--- config.mk ---
export PLATFORM = sky130hd
export DESIGN_NAME = modular_exponentiation_flat
export DESIGN_NICKNAME = d
export VERILOG_FILES = /design/src/hdl/mexp_pkg.sv /design/src/hdl/mexp_if.sv /design/src/hdl/mexp_mul.sv /design/src/hdl/mexp_modmul.sv /design/src/hdl/modular_exponentiation.sv /design/src/flat_wrapper.sv
export SDC_FILE = /design/constraint.sdc
export NUM_CORES = 2
export LEC_CHECK = 0
export BUFFER_PORTS_ARGS = -buffer_cell sky130_fd_sc_hd__buf_2
export CORE_ASPECT_RATIO = 1.5
export CORE_MARGIN = 2
export CORE_UTILIZATION = 45
export DETAILED_ROUTE_END_ITERATION = 8
export PLACE_DENSITY_LB_ADDON = 0.3
export SKIP_CTS_REPAIR_TIMING = 1
export SLEW_MARGIN = 20
export SYNTH_ARGS = -nofsm -noshare
export SYNTH_HDL_FRONTEND = slang
export SYNTH_SLANG_ARGS = --single-unit
--- constraint.sdc ---
create_clock -name clk -period 24.9 [get_ports clk]
set_input_delay 1.245 -clock clk [delete_from_list [all_inputs] [get_ports clk]]
set_output_delay 1.245 -clock clk [all_outputs]
set_load 0.01 [all_outputs]
--- src/hdl/mexp_pkg.sv ---
// ----------------------------------------------------------------------------
// mexp_pkg
// Widths, constants and unit request/response types for the modular
// exponentiation block
// ----------------------------------------------------------------------------
package mexp_pkg;

  localparam int BASE_W = 63;
  localparam int EXP_W  = 32;
  localparam int RES_W  = 30;
  localparam int MUL_W  = 32;
  localparam int PROD_W = 2 * MUL_W;
  localparam int SUM_W  = 61;
  localparam int Q_LSB  = 29;

  // prime modulus, floor(2^61 / prime) and 2^32 mod prime
  localparam logic [MUL_W-1:0] MODULUS    = 32'd1000000007;
  localparam logic [MUL_W-1:0] BARRETT_MU = 32'd2305842993;
  localparam logic [MUL_W-1:0] TWO32_MOD  = 32'd294967268;

  typedef logic [RES_W-1:0] res_t;
  typedef logic [MUL_W-1:0] word_t;

  // unit computes (a * b + lo) mod prime
  typedef struct packed {
    logic  start;
    word_t a;
    word_t b;
    word_t lo;
  } mm_req_t;

  typedef struct packed {
    logic done;
    res_t value;
  } mm_rsp_t;

endpackage

--- src/hdl/mexp_if.sv ---
// ----------------------------------------------------------------------------
// mexp_if
// Valid/ready channels for base/exponent requests and residue results
// ----------------------------------------------------------------------------
interface mexp_in_if import mexp_pkg::*; ();
  logic                    valid;
  logic                    ready;
  logic [BASE_W-1:0]       base;
  logic signed [EXP_W-1:0] exponent;

  modport source (output valid, output base, output exponent, input ready);
  modport sink   (input valid, input base, input exponent, output ready);
endinterface

interface mexp_out_if import mexp_pkg::*; ();
  logic       valid;
  logic       ready;
  res_t       residue;

  modport source (output valid, output residue, input ready);
  modport sink   (input valid, input residue, output ready);
endinterface

--- src/hdl/mexp_mul.sv ---
// ----------------------------------------------------------------------------
// mexp_mul
// Registered 32 x 32 unsigned multiplier, shared by every product of the
// modular multiply
// ----------------------------------------------------------------------------
module mexp_mul import mexp_pkg::*; (
  input  logic              clk,
  input  word_t             op_a,
  input  word_t             op_b,
  output logic [PROD_W-1:0] prod_r
);

  always_ff @(posedge clk) begin
    prod_r <= PROD_W'(op_a) * PROD_W'(op_b);
  end

endmodule

--- src/hdl/mexp_modmul.sv ---
// ----------------------------------------------------------------------------
// mexp_modmul
// Modular multiply-add unit: (a * b + lo) mod prime by Barrett reduction,
// all products on one shared multiplier
// ----------------------------------------------------------------------------
module mexp_modmul import mexp_pkg::*; (
  input  logic    clk,
  input  logic    rst_n,
  input  mm_req_t req,
  output mm_rsp_t rsp
);

  localparam logic [2:0] U_IDLE = 3'd0;
  localparam logic [2:0] U_SUM  = 3'd1;
  localparam logic [2:0] U_QUO  = 3'd2;
  localparam logic [2:0] U_QP   = 3'd3;
  localparam logic [2:0] U_SUB  = 3'd4;
  localparam logic [2:0] U_FIX  = 3'd5;

  logic [2:0]       state_r, state_nxt;
  word_t            lo_r, lo_nxt;
  logic [SUM_W-1:0] v_r, v_nxt;
  word_t            r_r, r_nxt;
  word_t            op_a, op_b;
  logic [PROD_W-1:0] prod;
  logic             r_big;

  mexp_mul u_mul (
    .clk    (clk),
    .op_a   (op_a),
    .op_b   (op_b),
    .prod_r (prod)
  );

  assign r_big = (r_r >= MODULUS);

  always_comb begin
    state_nxt = state_r;
    lo_nxt    = lo_r;
    v_nxt     = v_r;
    r_nxt     = r_r;
    op_a      = req.a;
    op_b      = req.b;
    case (state_r)
      U_IDLE: begin
        if (req.start) begin
          lo_nxt    = req.lo;
          state_nxt = U_SUM;
        end
      end
      U_SUM: begin
        v_nxt     = prod[SUM_W-1:0] + SUM_W'(lo_r);
        state_nxt = U_QUO;
      end
      U_QUO: begin
        // quotient estimate from the top bits of v
        op_a      = v_r[SUM_W-1:Q_LSB];
        op_b      = BARRETT_MU;
        state_nxt = U_QP;
      end
      U_QP: begin
        op_a      = prod[PROD_W-1:MUL_W];
        op_b      = MODULUS;
        state_nxt = U_SUB;
      end
      U_SUB: begin
        // remainder is below three times the prime, so the low word is enough
        r_nxt     = v_r[MUL_W-1:0] - prod[MUL_W-1:0];
        state_nxt = U_FIX;
      end
      U_FIX: begin
        if (r_big) begin
          r_nxt = r_r - MODULUS;
        end else begin
          state_nxt = U_IDLE;
        end
      end
      default: begin
        state_nxt = U_IDLE;
      end
    endcase
  end

  always_ff @(posedge clk) begin
    if (!rst_n) begin
      state_r <= U_IDLE;
    end else begin
      state_r <= state_nxt;
    end
    lo_r <= lo_nxt;
    v_r  <= v_nxt;
    r_r  <= r_nxt;
  end

  assign rsp.done  = (state_r == U_FIX) && !r_big;
  assign rsp.value = r_r[RES_W-1:0];

endmodule

--- src/hdl/modular_exponentiation.sv ---
// ----------------------------------------------------------------------------
// modular_exponentiation
// Base to a signed exponent modulo 1000000007, right-to-left
// square-and-multiply over one shared modular multiply unit
// ----------------------------------------------------------------------------
//  channel   dir  payload                              handshake
//  in_chan   in   base[62:0], exponent[31:0] signed    valid / ready
//  out_chan  out  residue[29:0]                        valid / ready
//
//  each modular multiply runs as a sequence of steps on the shared multiplier
//  (product, add, quotient, quotient times prime, subtract, fix-ups until below the prime)
//  an item costs one base reduction, one squaring per exponent bit below
//  the top one and one multiply per set bit (at most 62 operations); a zero
//  or negative exponent gives a residue of 1 with no unit operation
//  in_chan.ready is high only between items; a finished result waits in the
//  output register, and the next request is taken while it waits
//  reset is synchronous, active low, and clears the sequencer and out valid
module modular_exponentiation import mexp_pkg::*; (
  input  logic          clk,
  input  logic          rst_n,
  mexp_in_if.sink       in_chan,
  mexp_out_if.source    out_chan
);

  localparam logic [2:0] T_IDLE = 3'd0;
  localparam logic [2:0] T_BASE = 3'd1;
  localparam logic [2:0] T_MULR = 3'd2;
  localparam logic [2:0] T_SQR  = 3'd3;
  localparam logic [2:0] T_DONE = 3'd4;

  logic [2:0]        state_r, state_nxt;
  logic              start_r, start_nxt;
  logic [BASE_W-1:0] base_r, base_nxt;
  logic [EXP_W-2:0]  e_r, e_nxt;
  res_t              x_r, x_nxt;
  res_t              acc_r, acc_nxt;
  logic              out_valid_r, out_valid_nxt;
  res_t              out_residue_r, out_residue_nxt;
  mm_req_t           mm_req;
  mm_rsp_t           mm_rsp;
  logic              in_fire;

  mexp_modmul u_modmul (
    .clk   (clk),
    .rst_n (rst_n),
    .req   (mm_req),
    .rsp   (mm_rsp)
  );

  assign in_chan.ready    = (state_r == T_IDLE);
  assign in_fire          = in_chan.valid && in_chan.ready;
  assign out_chan.valid   = out_valid_r;
  assign out_chan.residue = out_residue_r;

  // unit operands follow the step under way
  always_comb begin
    mm_req.start = start_r;
    mm_req.a     = {2'b00, x_r};
    mm_req.b     = {2'b00, x_r};
    mm_req.lo    = '0;
    case (state_r)
      T_BASE: begin
        // fold the high word: hi * (2^32 mod prime) + lo
        mm_req.a  = {1'b0, base_r[BASE_W-1:MUL_W]};
        mm_req.b  = TWO32_MOD;
        mm_req.lo = base_r[MUL_W-1:0];
      end
      T_MULR: begin
        mm_req.b = {2'b00, acc_r};
      end
      default: begin
        mm_req.b = {2'b00, x_r};
      end
    endcase
  end

  always_comb begin
    state_nxt       = state_r;
    start_nxt       = 1'b0;
    base_nxt        = base_r;
    e_nxt           = e_r;
    x_nxt           = x_r;
    acc_nxt         = acc_r;
    out_valid_nxt   = out_valid_r && !out_chan.ready;
    out_residue_nxt = out_residue_r;
    case (state_r)
      T_IDLE: begin
        if (in_fire) begin
          base_nxt = in_chan.base;
          e_nxt    = in_chan.exponent[EXP_W-2:0];
          acc_nxt  = RES_W'(1);
          if (in_chan.exponent[EXP_W-1] || (in_chan.exponent == '0)) begin
            state_nxt = T_DONE;
          end else begin
            state_nxt = T_BASE;
            start_nxt = 1'b1;
          end
        end
      end
      T_BASE: begin
        if (mm_rsp.done) begin
          x_nxt     = mm_rsp.value;
          start_nxt = 1'b1;
          state_nxt = e_r[0] ? T_MULR : T_SQR;
        end
      end
      T_MULR: begin
        if (mm_rsp.done) begin
          acc_nxt = mm_rsp.value;
          // last set bit: the remaining squaring would not change the result
          if (e_r[EXP_W-2:1] == '0) begin
            state_nxt = T_DONE;
          end else begin
            start_nxt = 1'b1;
            state_nxt = T_SQR;
          end
        end
      end
      T_SQR: begin
        if (mm_rsp.done) begin
          x_nxt     = mm_rsp.value;
          e_nxt     = e_r >> 1;
          start_nxt = 1'b1;
          state_nxt = e_r[1] ? T_MULR : T_SQR;
        end
      end
      T_DONE: begin
        if (!out_valid_r || out_chan.ready) begin
          out_valid_nxt   = 1'b1;
          out_residue_nxt = acc_r;
          state_nxt       = T_IDLE;
        end
      end
      default: begin
        state_nxt = T_IDLE;
      end
    endcase
  end

  always_ff @(posedge clk) begin
    if (!rst_n) begin
      state_r     <= T_IDLE;
      start_r     <= 1'b0;
      out_valid_r <= 1'b0;
    end else begin
      state_r     <= state_nxt;
      start_r     <= start_nxt;
      out_valid_r <= out_valid_nxt;
    end
    base_r        <= base_nxt;
    e_r           <= e_nxt;
    x_r           <= x_nxt;
    acc_r         <= acc_nxt;
    out_residue_r <= out_residue_nxt;
  end

  // a finished result never coincides with a new unit request
  a_no_start_on_done: assert property (@(posedge clk) disable iff (!rst_n)
    mm_rsp.done |-> !mm_req.start)
    else $error("unit request issued while a response was pending");

  // results are fully reduced
  a_residue_reduced: assert property (@(posedge clk) disable iff (!rst_n)
    out_valid_r |-> (out_residue_r < MODULUS[RES_W-1:0]))
    else $error("residue not below the modulus");

  // squaring and multiplying only while exponent bits remain
  a_exp_live: assert property (@(posedge clk) disable iff (!rst_n)
    (state_r == T_MULR || state_r == T_SQR) |-> (e_r != '0))
    else $error("exponent step with no exponent bits left");

endmodule
--- src/flat_wrapper.sv ---
// flat-port wrapper written by rule: the top's interface ports become plain ports
module modular_exponentiation_flat import mexp_pkg::*;
  (clk, rst_n, in_chan_valid, in_chan_base, in_chan_exponent, in_chan_ready, out_chan_valid, out_chan_residue, out_chan_ready);
  mexp_in_if in_chan_i ();
  mexp_out_if out_chan_i ();
  input  logic clk;
  input  logic rst_n;
  input wire logic [$bits(in_chan_i.valid)-1:0] in_chan_valid;
  input wire logic [$bits(in_chan_i.base)-1:0] in_chan_base;
  input wire logic [$bits(in_chan_i.exponent)-1:0] in_chan_exponent;
  output wire logic [$bits(in_chan_i.ready)-1:0] in_chan_ready;
  output wire logic [$bits(out_chan_i.valid)-1:0] out_chan_valid;
  output wire logic [$bits(out_chan_i.residue)-1:0] out_chan_residue;
  input wire logic [$bits(out_chan_i.ready)-1:0] out_chan_ready;
  assign in_chan_i.valid = in_chan_valid;
  assign in_chan_i.base = in_chan_base;
  assign in_chan_i.exponent = in_chan_exponent;
  assign in_chan_ready = in_chan_i.ready;
  assign out_chan_valid = out_chan_i.valid;
  assign out_chan_residue = out_chan_i.residue;
  assign out_chan_i.ready = out_chan_ready;
  modular_exponentiation u_core (.clk(clk), .rst_n(rst_n), .in_chan(in_chan_i), .out_chan(out_chan_i));
endmodule
==> impl_metrics.csv <==
group,metric,value,unit
critical_path,cp_max_fo,27,
yosys,syn_avg_cell_area,9.45,um^2
floorplanning,coreArea,0.110,mm^2
place,hpwl,139000,um
critical_path,crit_top_cell,"fa_1",
detailed_routing,dr.pass1.iters,8,
sta,max_freq,91.6,MHz
yosys,ys_top_cells_by_area,"fa_1, edfxtp_1, ha_1, inv_1, nand2_1",
global_route,grt_first_pass_wirelength,254000,um
global_route,grt_overflow_total,0,
floorplanning,die_x,276,um
sta,post-route-period-util,0.439,
critical_path,cp_slowest_cell,"a41oi_1",
yosys,synthFlopType,"edfxtp_1",
finish,n_antenna_cell,0,
yosys,synth_cell_type_count,84,
yosys,syn_inst,5293,
clock_tree,clock-root-buffer,"clkbuf_16",
global_route,antenna_found_initial,5,
global_route,grt_pass1_vias,40500,
clock_tree,cts_num_sinks,381,
critical_path,worstPathArrival,11.41,ns
critical_path,critPathRequiredTime,25.39,ns
finish,fin_cells,6779,
finish,fill_cells,10300,
global_route,grt_max_degree,64,
detailed_routing,first_iter_violations,3431,
critical_path,end_kind,"flip-flop",
clock_tree,clk_pin_slew,0.08,ns
floorplanning,die_y,412,um
clock_tree,htreeDepth,1,
place,gp_congestion,1.05,
yosys,synth_edf_count,309,
detailed_routing,vias_per_cell,5.64,
floorplanning,die_area,0.114,mm^2
critical_path,critical-path-top-delay-family,"compound AO/OA/AOI/OAI gates",
flow_run,maxCapViolCount,0,
floorplanning,floorplan.initialDensity,0.454,
sta,final_hold_viol_count,0,
sta,rsz0062_at_grt,"false",
global_route,grt_use_total,0.304,
detailed_routing,wl_per_cell,25.3,um
yosys,synth_top_cell_area_share,0.347,
detailed_routing,drt_wl_total,171000,um
critical_path,slowest_delay,0.89,ns
yosys,synthArstFlopShare,0,
sta,drv_slew,0,
sta,clock_skew,0.0256,ns
clock_tree,clk_latency,0.63,ns
sta,worst_pin_slew,1.21,ns
detailed_routing,drc,0,
floorplanning,num_io_pins,131,
clock_tree,clock_path_buffers,3,
clock_tree,cts_buffers,31,
place,dp_cells,6720,
status,status,"finished clean",
yosys,yosysTopAreaCell,"fa_1",
yosys,yosysSeqAreaShare,0.214,
critical_path,start_kind,"flip-flop",
yosys,yosysWarningCount,0,
yosys,synth_seq_cells,381,
worst_hold_path,hold_path_class,"flip-flop to flip-flop",
finish,drive_above_1_share,0.0722,
detailed_routing,vias,38200,
sta,finalSetupTns,0,ns
sta,slew_headroom,0.189,
critical_path,critical_path_class,"flip-flop to flip-flop",
yosys,synthesis.area,0.0500,mm^2
sta,setup_viol,0,
floorplanning,rows,149,
clock_tree,cts_tree,"done",
finish,syn_to_final_growth,7.08,%
critical_path,critPathBufInv,7,
place,portBuffers,130,
finish,nets,6641,
detailed_routing,ant_nets,0,
sta,period_minus_slack,10.92,ns
==> metrics by stage <==
stage,hold WS [ns],setup WS [ns],utilization,cell area (um^2)
after detailed placement,0.451,14.38,0.476,52500
after global routing,0.508,13.67,0.486,53600
final,0.490,13.98,0.486,53600
after global placement,0.446,13.37,0.476,52400
after floorplan,0.421,16.45,-,50100
after CTS,0.490,14.30,0.486,53500
==> metal layers <==
metal	global-route usage	wire, um	share of wire	vias to the layer above
li1	-	-	-	16600
met1	0.345	59500	0.35	19200
met2	0.525	83100	0.49	1841
met3	0.0438	13100	0.076	609
met4	0.222	15500	0.091	8
met5	0	58	0.00034	-
==> worst reg2reg max path: cells and delay by family (launching register included) <==
family                   cells  cell delay (ns)
AO/OA/AOI/OAI               10             4.12
XOR/XNOR                     1             0.17
buffers and inverters        7             0.92
adder cells (fa/ha/maj)      9             3.95
flip-flops                   1             0.51
AND/OR/NAND/NOR              5             1.15
==> worst paths after layout <==
kind / from / endpoint / slack, ns / depth (start not counted)
max reg2reg: u_core.state_r[2] / u_core.u_modmul.u_mul.prod_r[58] / 13.98 / 32
max: u_core.state_r[2] / u_core.u_modmul.u_mul.prod_r[58] / 13.98 / 32
min: u_core.u_modmul.r_r[26] / u_core.x_r[26] / 0.49 / 0
min reg2reg: u_core.u_modmul.r_r[26] / u_core.x_r[26] / 0.49 / 0
==> layout by cell type (no fill, tap or decap), drive strengths merged, types with 19 or more instances in the layout <==
cell,Yosys,routed
mux2,31,31
nand3,63,63
clkbuf,207,37
nor2,575,575
a21o,58,58
inv,980,982
or2,20,20
edfxtp,309,309
buf,37,229
nor2b,27,27
ha,355,355
and3,75,75
nor3,37,37
xor2,72,72
xnor2,93,93
a21oi,155,155
o21a,22,22
o21ai,130,130
and2,100,100
nand2,701,701
nor4,34,34
a31oi,27,27
nand2b,23,23
mux2i,25,25
fa,867,867
dfxtp,72,72
a211oi,19,19
nand4,35,35
==> flip-flops by register name, indices dropped and copies added (netlist names), 31 cells and up <==
register	cells
u_core.u_modmul.u_mul.prod_r	64
u_core.base_r	63
u_core.u_modmul.v_r	61
u_core.u_modmul.lo_r	32
u_core.u_modmul.r_r	32
u_core.e_r	31
==> layout make-up <==
cell class	instances	area, um^2	area share
inverter	980	3680	0.0687
clock buffer	37	808	0.0151
timing repair buffer	229	1410	0.0264
sequential	381	10700	0.200
multi-input combinational	3697	34900	0.651
clock inverter	21	267	0.00498
tap	1434	1790	0.0335
==> synthesized netlist by cell type (31+ instances only) <==
library cell,instances
fa_1,867
o21ai_0,112
nand2_1,701
and2_1,96
inv_1,980
edfxtp_1,309
ha_1,355
nor3_1,37
mux2_2,31
nand4_1,35
nand3_1,63
and3_1,73
a21oi_1,154
a21o_1,57
clkbuf_1,204
dfxtp_1,72
nor2_1,574
xor2_1,72
xnor2_1,93
nor4_1,33
==> cell families (layout without fill, tap and decap cells) <==
family | Yosys count | in the layout | synth area share
and+or+nand+nor | 1729 | 1729 | 0.151
DFF | 381 | 381 | 0.214
buffers and inverters | 1224 | 1267 | 0.0928
other | 2 | 11 | 0.000150
AOI/OAI and AO/OA | 514 | 514 | 0.0646
muxes | 56 | 56 | 0.0120
xor gates and xnor gates | 165 | 165 | 0.0289
adders and majority gates | 1222 | 1222 | 0.436
Power is left out: the tool's default activity adds up to more than one toggle a clock period on the data nets, which glitch-free logic cannot reach.
